File: src/sv/dht_pkg.sv
package dht_pkg;

    localparam int TABLE_SIZE_DEF   = 16;
    localparam int PAYLOAD_BITS_DEF = 32;

    localparam int KEY_W         = 31;
    localparam int PAY_FIELD_W   = 32;
    localparam int SLOT_FIELD_W  = 4;
    localparam int PROBE_FIELD_W = 5;
    localparam int ACTION_W      = 2;
    localparam int STATUS_W      = 2;

    localparam int S_TDATA_W = 64;
    localparam int M_TDATA_W = 48;

    localparam int STEP_PRIME = 7;

    localparam logic [ACTION_W-1:0] ACT_INSERT = 2'd0;
    localparam logic [ACTION_W-1:0] ACT_FIND   = 2'd1;
    localparam logic [ACTION_W-1:0] ACT_DELETE = 2'd2;

    localparam logic [STATUS_W-1:0] STATUS_OK        = 2'd0;
    localparam logic [STATUS_W-1:0] STATUS_NOT_FOUND = 2'd1;
    localparam logic [STATUS_W-1:0] STATUS_FULL      = 2'd2;

    typedef enum logic [2:0] {
        ST_CLEAR,
        ST_IDLE,
        ST_HASH,
        ST_PROBE,
        ST_RESP
    } state_t;

    typedef struct packed {
        logic [STATUS_W-1:0]      status;
        logic [PAY_FIELD_W-1:0]   payload;
        logic [PROBE_FIELD_W-1:0] probes;
        logic [SLOT_FIELD_W-1:0]  slot;
    } res_t;

endpackage

File: src/sv/dht_hash.sv
module dht_hash #(
    parameter int TABLE_SIZE = dht_pkg::TABLE_SIZE_DEF,
    parameter int IDX_W      = $clog2(dht_pkg::TABLE_SIZE_DEF)
) (
    input  logic                     aclk,
    input  logic                     aresetn,
    input  logic                     start,
    input  logic [dht_pkg::KEY_W-1:0] key,
    output logic                     done,
    output logic [IDX_W-1:0]         h1,
    output logic [IDX_W-1:0]         h2m
);

    localparam int KW     = dht_pkg::KEY_W;
    localparam int RCP_W  = 32;
    localparam int PROD_W = KW + RCP_W;
    localparam int SH_N   = KW + $clog2(TABLE_SIZE);
    localparam int SH_P   = KW + $clog2(dht_pkg::STEP_PRIME);
    localparam int H_W    = (IDX_W + 1 > 4) ? IDX_W + 1 : 4;
    localparam logic [RCP_W-1:0] RCP_N = RCP_W'(((64'd1 << SH_N)
                                                + 64'(TABLE_SIZE) - 64'd1)
                                                / 64'(TABLE_SIZE));
    localparam logic [RCP_W-1:0] RCP_P = RCP_W'(((64'd1 << SH_P)
                                                + 64'(dht_pkg::STEP_PRIME) - 64'd1)
                                                / 64'(dht_pkg::STEP_PRIME));
    localparam logic [KW-1:0]    N_K = KW'(TABLE_SIZE);
    localparam logic [KW-1:0]    P_K = KW'(dht_pkg::STEP_PRIME);
    localparam logic [H_W-1:0]   N_H = H_W'(TABLE_SIZE);

    logic [KW-1:0]     key_reg;
    logic [KW-1:0]     qn_reg, qn_next;
    logic [KW-1:0]     qp_reg, qp_next;
    logic [IDX_W-1:0]  r1_reg, r1_next;
    logic [2:0]        r7_reg, r7_next;
    logic              st1_reg;
    logic              st2_reg;
    logic              done_reg;
    logic [PROD_W-1:0] prod_n;
    logic [PROD_W-1:0] prod_p;
    logic [KW-1:0]     rem_n;
    logic [KW-1:0]     rem_p;
    logic [H_W-1:0]    v;

    // key mod N and key mod 7 by reciprocal multiplication, exact for 31-bit keys
    assign prod_n  = PROD_W'(key_reg) * PROD_W'(RCP_N);
    assign prod_p  = PROD_W'(key_reg) * PROD_W'(RCP_P);
    assign qn_next = KW'(prod_n >> SH_N);
    assign qp_next = KW'(prod_p >> SH_P);
    assign rem_n   = key_reg - qn_reg * N_K;
    assign rem_p   = key_reg - qp_reg * P_K;
    assign r1_next = rem_n[IDX_W-1:0];
    assign r7_next = rem_p[2:0];

    // step size reduced mod N
    always_comb begin
        v = H_W'(dht_pkg::STEP_PRIME) - H_W'(r7_reg);
        for (int i = 0; i < 3; i++) begin
            if (v >= N_H) begin
                v = v - N_H;
            end
        end
    end

    always_ff @(posedge aclk) begin
        if (!aresetn) begin
            st1_reg  <= 1'b0;
            st2_reg  <= 1'b0;
            done_reg <= 1'b0;
        end else begin
            st1_reg  <= start;
            st2_reg  <= st1_reg;
            done_reg <= st2_reg;
        end
    end

    always_ff @(posedge aclk) begin
        if (start) begin
            key_reg <= key;
        end
        qn_reg <= qn_next;
        qp_reg <= qp_next;
        r1_reg <= r1_next;
        r7_reg <= r7_next;
    end

    assign done = done_reg;
    assign h1   = r1_reg;
    assign h2m  = v[IDX_W-1:0];

endmodule

File: src/sv/dht_mem.sv
module dht_mem #(
    parameter int DEPTH  = dht_pkg::TABLE_SIZE_DEF,
    parameter int ADDR_W = $clog2(dht_pkg::TABLE_SIZE_DEF),
    parameter int DATA_W = 1 + dht_pkg::KEY_W + dht_pkg::PAYLOAD_BITS_DEF
) (
    input  logic              aclk,
    input  logic              we,
    input  logic [ADDR_W-1:0] waddr,
    input  logic [DATA_W-1:0] wdata,
    input  logic [ADDR_W-1:0] raddr,
    output logic [DATA_W-1:0] rdata
);

    logic [DATA_W-1:0] mem [DEPTH];
    logic [DATA_W-1:0] rdata_reg;

    always_ff @(posedge aclk) begin
        if (we) begin
            mem[waddr] <= wdata;
        end
        rdata_reg <= mem[raddr];
    end

    assign rdata = rdata_reg;

endmodule

File: src/sv/dht_ctrl.sv
module dht_ctrl #(
    parameter int TABLE_SIZE   = dht_pkg::TABLE_SIZE_DEF,
    parameter int PAYLOAD_BITS = dht_pkg::PAYLOAD_BITS_DEF,
    parameter int IDX_W        = $clog2(dht_pkg::TABLE_SIZE_DEF),
    parameter int CNT_W        = $clog2(dht_pkg::TABLE_SIZE_DEF + 1),
    parameter int WORD_W       = 1 + dht_pkg::KEY_W + dht_pkg::PAYLOAD_BITS_DEF
) (
    input  logic                          aclk,
    input  logic                          aresetn,
    input  logic                          s_tvalid,
    output logic                          s_tready,
    input  logic [dht_pkg::S_TDATA_W-1:0] s_tdata,
    input  logic [dht_pkg::ACTION_W-1:0]  s_tuser,
    output logic                          m_tvalid,
    input  logic                          m_tready,
    output logic [dht_pkg::M_TDATA_W-1:0] m_tdata,
    output logic [dht_pkg::STATUS_W-1:0]  m_tuser,
    output logic                          hash_start,
    output logic [dht_pkg::KEY_W-1:0]     hash_key,
    input  logic                          hash_done,
    input  logic [IDX_W-1:0]              hash_h1,
    input  logic [IDX_W-1:0]              hash_h2m,
    output logic                          mem_we,
    output logic [IDX_W-1:0]              mem_waddr,
    output logic [WORD_W-1:0]             mem_wdata,
    output logic [IDX_W-1:0]              mem_raddr,
    input  logic [WORD_W-1:0]             mem_rdata
);

    localparam int KW = dht_pkg::KEY_W;
    localparam int PW = dht_pkg::PAY_FIELD_W;
    localparam logic [IDX_W:0]   N_C      = (IDX_W + 1)'(TABLE_SIZE);
    localparam logic [IDX_W-1:0] LAST_IDX = IDX_W'(TABLE_SIZE - 1);

    dht_pkg::state_t state_reg, state_next;

    logic [dht_pkg::ACTION_W-1:0] act_reg;
    logic [KW-1:0]                key_reg;
    logic [PAYLOAD_BITS-1:0]      pay_reg;
    logic [IDX_W-1:0]             idx_reg;
    logic [IDX_W-1:0]             h2m_reg;
    logic [CNT_W-1:0]             cnt_reg;
    logic [IDX_W-1:0]             clr_reg;
    dht_pkg::res_t                res_reg, res_next;
    dht_pkg::res_t                out_reg;
    logic                         m_valid_reg;

    logic                         s_accept;
    logic                         out_free;
    logic                         finish;
    logic                         p_used;
    logic                         p_hit;
    logic [KW-1:0]                p_key;
    logic [PAYLOAD_BITS-1:0]      p_pay;
    logic                         cnt_last_ins;
    logic                         cnt_last;
    logic [IDX_W:0]               idx_sum;
    logic [IDX_W-1:0]             idx_step;
    logic [PAYLOAD_BITS+PW-1:0]   in_pay_ext;
    logic [PAYLOAD_BITS+PW-1:0]   out_pay_ext;
    logic [IDX_W+dht_pkg::SLOT_FIELD_W-1:0]  slot_ext;
    logic [CNT_W+dht_pkg::PROBE_FIELD_W-1:0] probes_ext;

    assign s_accept   = s_tvalid && s_tready;
    assign out_free   = !m_valid_reg || m_tready;
    assign in_pay_ext = {PAYLOAD_BITS'(0), s_tdata[KW +: PW]};

    assign p_used = mem_rdata[WORD_W-1];
    assign p_key  = mem_rdata[WORD_W-2 -: KW];
    assign p_pay  = mem_rdata[PAYLOAD_BITS-1:0];
    assign p_hit  = p_used && (p_key == key_reg);

    assign cnt_last_ins = cnt_reg >= CNT_W'(TABLE_SIZE - 1);
    assign cnt_last     = cnt_reg >= CNT_W'(TABLE_SIZE);

    assign idx_sum  = {1'b0, idx_reg} + {1'b0, h2m_reg};
    assign idx_step = (idx_sum >= N_C) ? IDX_W'(idx_sum - N_C) : idx_sum[IDX_W-1:0];

    assign out_pay_ext = {PW'(0), p_pay};
    assign slot_ext    = {dht_pkg::SLOT_FIELD_W'(0), idx_reg};
    assign probes_ext  = {dht_pkg::PROBE_FIELD_W'(0), cnt_reg};

    always_comb begin
        state_next = state_reg;
        unique case (state_reg)
            dht_pkg::ST_CLEAR: begin
                if (clr_reg == LAST_IDX) begin
                    state_next = dht_pkg::ST_IDLE;
                end
            end
            dht_pkg::ST_IDLE: begin
                if (s_tvalid) begin
                    state_next = dht_pkg::ST_HASH;
                end
            end
            dht_pkg::ST_HASH: begin
                if (hash_done) begin
                    state_next = dht_pkg::ST_PROBE;
                end
            end
            dht_pkg::ST_PROBE: begin
                if (finish) begin
                    state_next = dht_pkg::ST_RESP;
                end
            end
            dht_pkg::ST_RESP: begin
                if (out_free) begin
                    state_next = dht_pkg::ST_IDLE;
                end
            end
            default: begin
                state_next = dht_pkg::ST_CLEAR;
            end
        endcase
    end

    always_comb begin
        s_tready   = 1'b0;
        hash_start = 1'b0;
        mem_we     = 1'b0;
        mem_waddr  = idx_reg;
        mem_wdata  = '0;
        mem_raddr  = idx_reg;
        finish     = 1'b0;
        res_next   = '0;
        unique case (state_reg)
            dht_pkg::ST_CLEAR: begin
                mem_we    = 1'b1;
                mem_waddr = clr_reg;
            end
            dht_pkg::ST_IDLE: begin
                s_tready   = 1'b1;
                hash_start = s_tvalid;
            end
            dht_pkg::ST_HASH: begin
                mem_raddr = hash_h1;
            end
            dht_pkg::ST_PROBE: begin
                res_next.probes = probes_ext[dht_pkg::PROBE_FIELD_W-1:0];
                if (act_reg == dht_pkg::ACT_INSERT) begin
                    priority if (!p_used) begin
                        finish          = 1'b1;
                        mem_we          = 1'b1;
                        mem_wdata       = {1'b1, key_reg, pay_reg};
                        res_next.status = dht_pkg::STATUS_OK;
                        res_next.slot   = slot_ext[dht_pkg::SLOT_FIELD_W-1:0];
                    end else if (cnt_last_ins) begin
                        finish          = 1'b1;
                        res_next.status = dht_pkg::STATUS_FULL;
                    end else begin
                        mem_raddr = idx_step;
                    end
                end else begin
                    priority if (!p_used) begin
                        finish          = 1'b1;
                        res_next.status = dht_pkg::STATUS_NOT_FOUND;
                    end else if (p_hit) begin
                        finish           = 1'b1;
                        res_next.status  = dht_pkg::STATUS_OK;
                        res_next.slot    = slot_ext[dht_pkg::SLOT_FIELD_W-1:0];
                        res_next.payload = out_pay_ext[PW-1:0];
                        if (act_reg == dht_pkg::ACT_DELETE) begin
                            mem_we    = 1'b1;
                            mem_wdata = {1'b0, mem_rdata[WORD_W-2:0]};
                        end
                    end else if (cnt_last) begin
                        finish          = 1'b1;
                        res_next.status = dht_pkg::STATUS_NOT_FOUND;
                    end else begin
                        mem_raddr = idx_step;
                    end
                end
            end
            dht_pkg::ST_RESP: begin
            end
            default: begin
            end
        endcase
    end

    always_ff @(posedge aclk) begin
        if (!aresetn) begin
            state_reg   <= dht_pkg::ST_CLEAR;
            clr_reg     <= '0;
            m_valid_reg <= 1'b0;
        end else begin
            state_reg <= state_next;
            if (state_reg == dht_pkg::ST_CLEAR) begin
                clr_reg <= clr_reg + 1'b1;
            end
            if (state_reg == dht_pkg::ST_RESP && out_free) begin
                m_valid_reg <= 1'b1;
            end else if (m_tready) begin
                m_valid_reg <= 1'b0;
            end
        end
    end

    always_ff @(posedge aclk) begin
        if (s_accept) begin
            act_reg <= s_tuser;
            key_reg <= s_tdata[KW-1:0];
            pay_reg <= in_pay_ext[PAYLOAD_BITS-1:0];
        end
        if (state_reg == dht_pkg::ST_HASH && hash_done) begin
            idx_reg <= hash_h1;
            h2m_reg <= hash_h2m;
            cnt_reg <= CNT_W'(1);
        end
        if (state_reg == dht_pkg::ST_PROBE) begin
            if (finish) begin
                res_reg <= res_next;
            end else begin
                idx_reg <= idx_step;
                cnt_reg <= cnt_reg + 1'b1;
            end
        end
        if (state_reg == dht_pkg::ST_RESP && out_free) begin
            out_reg <= res_reg;
        end
    end

    assign hash_key = s_tdata[KW-1:0];
    assign m_tvalid = m_valid_reg;
    assign m_tuser  = out_reg.status;
    assign m_tdata  = dht_pkg::M_TDATA_W'({out_reg.payload, out_reg.probes, out_reg.slot});

`ifndef SYNTH
    a_write_ends_op: assert property (@(posedge aclk) disable iff (!aresetn)
        (state_reg == dht_pkg::ST_PROBE && mem_we) |=> (state_reg == dht_pkg::ST_RESP))
        else $error("table write did not end the operation");

    a_count_bound: assert property (@(posedge aclk) disable iff (!aresetn)
        (state_reg == dht_pkg::ST_PROBE) |->
        (cnt_reg >= CNT_W'(1) && cnt_reg <= CNT_W'(TABLE_SIZE)))
        else $error("probe count out of range");

    a_index_bound: assert property (@(posedge aclk) disable iff (!aresetn)
        (state_reg == dht_pkg::ST_PROBE) |-> ({1'b0, idx_reg} < N_C))
        else $error("probe index beyond table");

    a_result_source: assert property (@(posedge aclk) disable iff (!aresetn)
        $rose(m_valid_reg) |-> ($past(state_reg) == dht_pkg::ST_RESP))
        else $error("result raised outside the response state");
`endif

endmodule

File: src/sv/double_hash_table_engine.sv
// channel   dir  tdata (lsb up)                                   tuser
// s_        in   key[30:0], payload[62:31], zero[63]              action[1:0]
// m_        out  slot[3:0], probes[8:4], found_payload[40:9], 0s  status[1:0]
//
// an item passes from accept through the reciprocal-multiply hash unit, one table read per probe
// (probes 1..TABLE_SIZE) and a response state before the engine returns to idle
// after reset a clearing pass writes every table slot while s_tready is low
// a finished result waits in the output register while the next item is taken;
// a further result holds the engine until the first one is taken
module double_hash_table_engine #(
    parameter int TABLE_SIZE   = dht_pkg::TABLE_SIZE_DEF,
    parameter int PAYLOAD_BITS = dht_pkg::PAYLOAD_BITS_DEF
) (
    input  logic                          aclk,
    input  logic                          aresetn,
    input  logic                          s_tvalid,
    output logic                          s_tready,
    input  logic [dht_pkg::S_TDATA_W-1:0] s_tdata,   // key, payload
    input  logic [dht_pkg::ACTION_W-1:0]  s_tuser,   // action
    output logic                          m_tvalid,
    input  logic                          m_tready,
    output logic [dht_pkg::M_TDATA_W-1:0] m_tdata,   // slot, probes, found_payload
    output logic [dht_pkg::STATUS_W-1:0]  m_tuser    // status
);

    localparam int IDX_W  = $clog2(TABLE_SIZE);
    localparam int CNT_W  = $clog2(TABLE_SIZE + 1);
    localparam int WORD_W = 1 + dht_pkg::KEY_W + PAYLOAD_BITS;

    logic                      hash_start;
    logic [dht_pkg::KEY_W-1:0] hash_key;
    logic                      hash_done;
    logic [IDX_W-1:0]          hash_h1;
    logic [IDX_W-1:0]          hash_h2m;
    logic                      mem_we;
    logic [IDX_W-1:0]          mem_waddr;
    logic [WORD_W-1:0]         mem_wdata;
    logic [IDX_W-1:0]          mem_raddr;
    logic [WORD_W-1:0]         mem_rdata;

    dht_hash #(
        .TABLE_SIZE (TABLE_SIZE),
        .IDX_W      (IDX_W)
    ) u_hash (
        .aclk    (aclk),
        .aresetn (aresetn),
        .start   (hash_start),
        .key     (hash_key),
        .done    (hash_done),
        .h1      (hash_h1),
        .h2m     (hash_h2m)
    );

    dht_mem #(
        .DEPTH  (TABLE_SIZE),
        .ADDR_W (IDX_W),
        .DATA_W (WORD_W)
    ) u_mem (
        .aclk  (aclk),
        .we    (mem_we),
        .waddr (mem_waddr),
        .wdata (mem_wdata),
        .raddr (mem_raddr),
        .rdata (mem_rdata)
    );

    dht_ctrl #(
        .TABLE_SIZE   (TABLE_SIZE),
        .PAYLOAD_BITS (PAYLOAD_BITS),
        .IDX_W        (IDX_W),
        .CNT_W        (CNT_W),
        .WORD_W       (WORD_W)
    ) u_ctrl (
        .aclk       (aclk),
        .aresetn    (aresetn),
        .s_tvalid   (s_tvalid),
        .s_tready   (s_tready),
        .s_tdata    (s_tdata),
        .s_tuser    (s_tuser),
        .m_tvalid   (m_tvalid),
        .m_tready   (m_tready),
        .m_tdata    (m_tdata),
        .m_tuser    (m_tuser),
        .hash_start (hash_start),
        .hash_key   (hash_key),
        .hash_done  (hash_done),
        .hash_h1    (hash_h1),
        .hash_h2m   (hash_h2m),
        .mem_we     (mem_we),
        .mem_waddr  (mem_waddr),
        .mem_wdata  (mem_wdata),
        .mem_raddr  (mem_raddr),
        .mem_rdata  (mem_rdata)
    );

endmodule

File: config.mk
export PLATFORM = sky130hd
export DESIGN_NAME = double_hash_table_engine
export DESIGN_NICKNAME = d
export VERILOG_FILES = /design/src/sv/dht_pkg.sv /design/src/sv/dht_hash.sv /design/src/sv/dht_mem.sv /design/src/sv/dht_ctrl.sv /design/src/sv/double_hash_table_engine.sv
export SDC_FILE = /design/constraint.sdc
export NUM_CORES = 2
export LEC_CHECK = 0
export ABC_AREA = 0
export BUFFER_PORTS_ARGS = -buffer_cell sky130_fd_sc_hd__buf_2
export CAP_MARGIN = 20
export CORE_ASPECT_RATIO = 0.75
export CORE_MARGIN = 8
export CORE_UTILIZATION = 57
export DETAILED_ROUTE_END_ITERATION = 16
export PLACE_DENSITY_LB_ADDON = 0.08
export SETUP_SLACK_MARGIN = 0.4
export SLEW_MARGIN = 20
export SYNTH_ARGS = -nofsm -noshare
export SYNTH_HDL_FRONTEND = slang
export SYNTH_SLANG_ARGS = --single-unit
File: constraint.sdc
create_clock -name aclk -period 5.7 [get_ports aclk]
set_clock_uncertainty 0.05 [all_clocks]
set_input_delay 0.57 -clock aclk [delete_from_list [all_inputs] [get_ports aclk]]
set_output_delay 0.57 -clock aclk [all_outputs]
set_load 0.05 [all_outputs]
Word level (Yosys, flattened, before mapping) --
Memories as Yosys holds them, arrays and structs flattened. A register that Yosys moved wholly into a read port is not among the register bits. Cells that the tools add are included.
Word-level totals: flip-flop bits (word level) 242, memory bits (writable) 1024, input port bits 70, word-level logic and storage cells 128, memories kept 1
Cells by class: add/subtract/negate cells 10, multiply operators 2, $lt $le $gt $ge 6, equal/unequal tests 12, multiplexer cells 59, bitwise operators 2, reductions and logical operators 12
Memories:
- u_mem.mem | words 16, width 64, read ports 1, clocked after Yosys merged registers in 1, wr ports 1, RTL line dht_mem.sv:14 | logic [DATA_W-1:0] mem [DEPTH];
Operators with widths (count):
- 64-bit 2-to-1 mux | 5
- 4-bit 2-to-1 mux | 16
- 31-bit by 32-bit multiplier with 63-bit output, second input constant | 1
- 63-bit 2-to-1 mux | 1
- 31-bit equality test | 1
- 29-bit by 3-bit multiplier with 3-bit output, second input constant | 1
- 5-bit >= comparator, second input constant | 5
- 5-bit 2-to-1 mux | 5
- 1-bit 2-to-1 mux | 19
- 3-bit 2-to-1 mux | 5
- 3-bit case mux with 5 select lines | 1
- 4-bit by 1-bit subtractor with 4-bit output, second input constant | 3
- 2-bit 2-to-1 mux | 5
- 5-bit subtractor, second input constant | 2
- 4-bit case mux with 2 select lines | 1
- 3-bit by 2-bit equality test with 1-bit output, second input constant | 2
- 2-bit by 1-bit inequality test with 1-bit output, second input constant | 3
- 4-bit by 4-bit adder with 5-bit output | 1
- 5-bit by 1-bit adder with 5-bit output, second input constant | 1
- 5-bit by 4-bit >= comparator with 1-bit output, second input constant | 1
- 5-bit AND reduction | 1
- 4-bit by 1-bit adder with 4-bit output, second input constant | 1
- 4-bit equality test, second input constant | 1
- 1-bit logical AND | 4
- 15 further kinds | 17

Logic depth before layout (Yosys ltp) --
depth after elaboration 8, gate-level depth with buffers 25, gate-level depth less buffers 25

By module --
From an unflattened synthesis, not the netlist that was laid out.
Unflattened totals: cell total of the unflattened synthesis 2844, area total of the unflattened synthesis 54825.1 µm²
Modules (own cells, without submodules):
- dht_mem | instances 1, cells an instance 1647, area an instance 39583.0 µm²
- dht_hash | instances 1, cells an instance 690, area an instance 7806.2 µm²
- dht_ctrl | instances 1, cells an instance 507, area an instance 7435.9 µm²

Worst setup path after synthesis --
Ideal clock, no wire load.
path kind register to register, from register u_hash.key_reg[17], to register u_hash.qp_reg[1], arrival 5376 ps, required time 5578 ps, path slack 202 ps, stages on the path, launching flop included 26, buffers on the path 0, clock period less this slack 5498 ps, cell sequence edfxtp_1 ha_1 ha_1 inv_1 fa_1 inv_1 ha_1 inv_1 fa_1 inv_1 fa_1 inv_1 fa_1 inv_1 fa_1 ha_1 a21o_1 a21o_1 a21o_1 a21o_1 a21oi_1 o21ai_0 o21ai_0 nand2_1 a21oi_1 xnor2_1
On the way: word-level cells in the longest chain between the ends 1
Ends and longest elaborated chain:
- start: declaration | RTL line dht_hash.sv:30 | logic [KW-1:0] key_reg;
- start signal: assignment | RTL line dht_hash.sv:78 | key_reg <= key;
- 31-bit by 32-bit multiplier with 63-bit output | RTL line dht_hash.sv:46 | assign prod_p = PROD_W'(key_reg) * PROD_W'(RCP_P);
- net u_hash.prod_p[35] | RTL line dht_hash.sv:39 | logic [PROD_W-1:0] prod_p;
- end signal: assignment | RTL line dht_hash.sv:81 | qp_reg <= qp_next;
- end: declaration | RTL line dht_hash.sv:32 | logic [KW-1:0] qp_reg, qp_next;
The timed path passes the listed nets, and every way through them passes these cells. A chain may end at the register's enable or synchronous reset.

Final worst setup path --
from register u_hash.key_reg[18], to register u_hash.qp_reg[1]
Same word-level chain as after synthesis.

==> qor.yml <==
routing:
  dr.pass1.iters: 6
  wl_per_cell_um: 24.72
  routed-via-count: 33390
  viasPerCell: 5.995
  drc: 0
  detail-route-antenna-nets: 0
  drt-total-wl_um: 137700
  first_iter_violations: 3464
floorplan:
  die_w_um: 375.1
  die_h_um: 285.3
  rows: 98
  io_pins: 122
  die_area_mm2: 0.1070
  coreArea_mm2: 0.09564
  initial_core_util_pct: 57.64
logic_synthesis:
  netlist.area_leader.share_pct: 64.17
  ys_warn_count: 0
  synthCells: 3969
  synth_area_leader_cell: "edfxtp_1"
  ys_seq_area_share_pct: 67.58
  synthTopCellsByArea: "edfxtp_1, nand2_1, fa_1, ha_1, dfxtp_1"
  async_flop_share_pct: 0
  synthFlopType: "edfxtp_1"
  syn-cell-area_mm2: 0.05513
  ys_seq_elements: 1272
  synth_edf_count: 1178
  syn_avg_cell_area_um2: 13.89
  yosys.cell_types.count: 57
run_status:
  status: "completed"
cells_and_area:
  fin_nets: 4623
  drive_gt1_share_pct: 12.82
  area.sequential_mm2: 0.03726
  fin_util_pct: 66.36
  area.growth.synth_to_final_pct: 15.13
  design_area_mm2: 0.06347
  multi_input_area_mm2: 0.01656
  fill_cells: 6803
  largest_reg_flops: 1024
  antenna_cells: 0
critical_path:
  cp_max_fo: 3
  r2r_slack_ns: 0.08
  cp-start-kind: "register"
  arrival_ns: 6.21
  criticalPathCategory: "reg -> reg"
  path_cells: "buf_4 > ha_1 > inv_1 > fa_2 > inv_1 > fa_1 > fa_1 > fa_1 > inv_1 > fa_1 > inv_2 > fa_1 > ha_1 > a22o_1 > nor4_4 > o21ai_2 > o21ai_4 > buf_6 > nand2_4 > a21oi_2 > xnor2_1"
  end_kind: "register"
  cp_common_cell: "fa_1"
  critical_path_required_ns: 6.29
  cp_slowest_cell: "fa_2"
  slowest_delay_ns: 0.52
timing:
  fin_hold_ws_ns: 0.08074
  period_share_pct: 98.66
  setup_viol: 0
  clock.fmax_mhz: 177.8
  relSlewSlack_pct: 22.38
  hold_viol: 0
  min_period_ns: 5.624
  worst_slew_pin_slew_ns: 1.161
  slew_viol_final: 0
  rsz0062_at_grt: "true"
power_and_ir_drop:
  powerDensity_mw_per_mm2: 294.0
  p_leak_nw: 25.09
  ir_drop_uv: 298.2
  power_mw: 18.66
placed_design:
  gp_congestion: 0.8300
  dp_hpwl_um: 79790
  port_buffers: 113
  place_area_mm2: 0.05861
grt:
  overflow: 0
  grt_start_max_net_pins: 152
  track_usage_pct: 25.22
  grt_pass1_wl_um: 205200
  antenna_found_initial: 1
  grt_pass1_vias: 32080
cts:
  cts-htree-levels: 3
  cts-root-buf: "clkbuf_16"
  cts_buffers: 115
  path_clk_slew_ns: 0.07
  clk_path_buf_depth: 3
  clock_sinks: 1272
  insertion_delay_ns: 0.72
  cts_tree: "yes"
run:
  cap_violations: 0
min_path:
  worstHoldPathType: "in -> reg"
cells in the final DEF (no fill, tap or decap), drive strengths merged, types with 65 or more instances in the layout:
master,synthesis,routed
buf,94,291
nand2,793,793
mux2i,75,75
ha,192,192
edfxtp,1178,1178
dfxtp,94,94
inv,233,241
clkbuf,134,163
a21oi,80,80
and3,67,67
a22oi,128,128
a211oi,66,66
fa,141,141
nand3,256,256
dlygate4sd3,0,65
routing by layer:
layer | GRT usage [%] | share of wire [%] | up-vias | routed length (um)
li1 | - | - | 15040 | -
met5 | 0 | 0 | - | 0
met4 | 5.364 | 1.9 | 0 | 2674
met1 | 37.94 | 44 | 16820 | 60790
met3 | 5.483 | 9.2 | 169 | 12630
met2 | 38.05 | 45 | 1363 | 61610
synth_stat cells (40+ instances only):
library cell,number
a211oi_1,66
a21oi_1,79
a22o_1,64
a22oi_1,128
a311o_1,64
a32o_1,63
and2_1,40
and3_1,67
buf_2,63
clkbuf_1,134
dfxtp_1,94
edfxtp_1,1178
fa_1,141
ha_1,192
inv_1,232
mux2i_1,75
nand2_1,793
nand3_1,256
xnor2_1,53
critical path: cells and delay by family, from the launching register on:
family	cells	cell delay, ns
DFF	1	0.43
AOI/OAI and AO/OA	4	0.66
buffers and inverters	6	0.56
xor gates and xnor gates	1	0.13
adders and majority gates	8	3.53
and+or+nand+nor	2	0.20
what timing repair did:
action                                 CTS  global route
buffers inserted                         2             7
hold buffers                            64             1
gates resized for setup                 10            48
setup endpoints to repair                3             3
gates cloned                             0             0
endpoints found under the hold margin   64             1
pin swaps                                5            35
logic make-up (layout without fill, tap and decap cells):
logic type,count (synthesis),in the layout,synth area share [%]
muxes,79,79,1.443
buffers and inverters,461,806,3.404
adders and majority gates,333,333,9.478
other,1,7,0.006802
DFF,1272,1272,67.58
xor gates and xnor gates,57,57,0.9056
AOI/OAI and AO/OA,517,517,7.349
and+or+nand+nor,1249,1249,9.832
layout make-up:
type	instances	share of cell area, %
clock buffer	163	5.106
clock inverter	54	0.9305
inverter	233	1.378
multi-input combinational	2242	26.09
sequential	1272	58.70
tap	1250	2.464
timing repair buffer	356	5.329
through the flow:
step	std cells	worst slack [ns]	TNS [ns]
6_report	5570	0.07644	0
5_1_grt	5570	-0.1474	-0.2873
4_1_cts	5562	0.01307	0
2_1_floorplan	3975	0.3106	0
3_3_place_gp	5279	-0.05562	-0.1045
3_5_place_dp	5279	-0.1365	-0.2993
final timing paths:
check	start	to	cells past startpoint
worst max register to register	u_hash.key_reg[18]	u_hash.qp_reg[1]	21
worst max-delay path	u_hash.key_reg[18]	u_hash.qp_reg[1]	21
worst min register to register	u_ctrl.res_reg[35]	u_ctrl.m_tdata[35]	0
worst min-delay path	s_tvalid	u_hash.st1_reg	2
report_power, final:
group	total (mW)	internal (mW)	switching (mW)
sequential	10.4	10.3	0.0732
combinational	0.471	0.177	0.294
clock	7.83	4.47	3.37
total	18.7	14.9	3.73
Power figures use the tool's default switching activity.
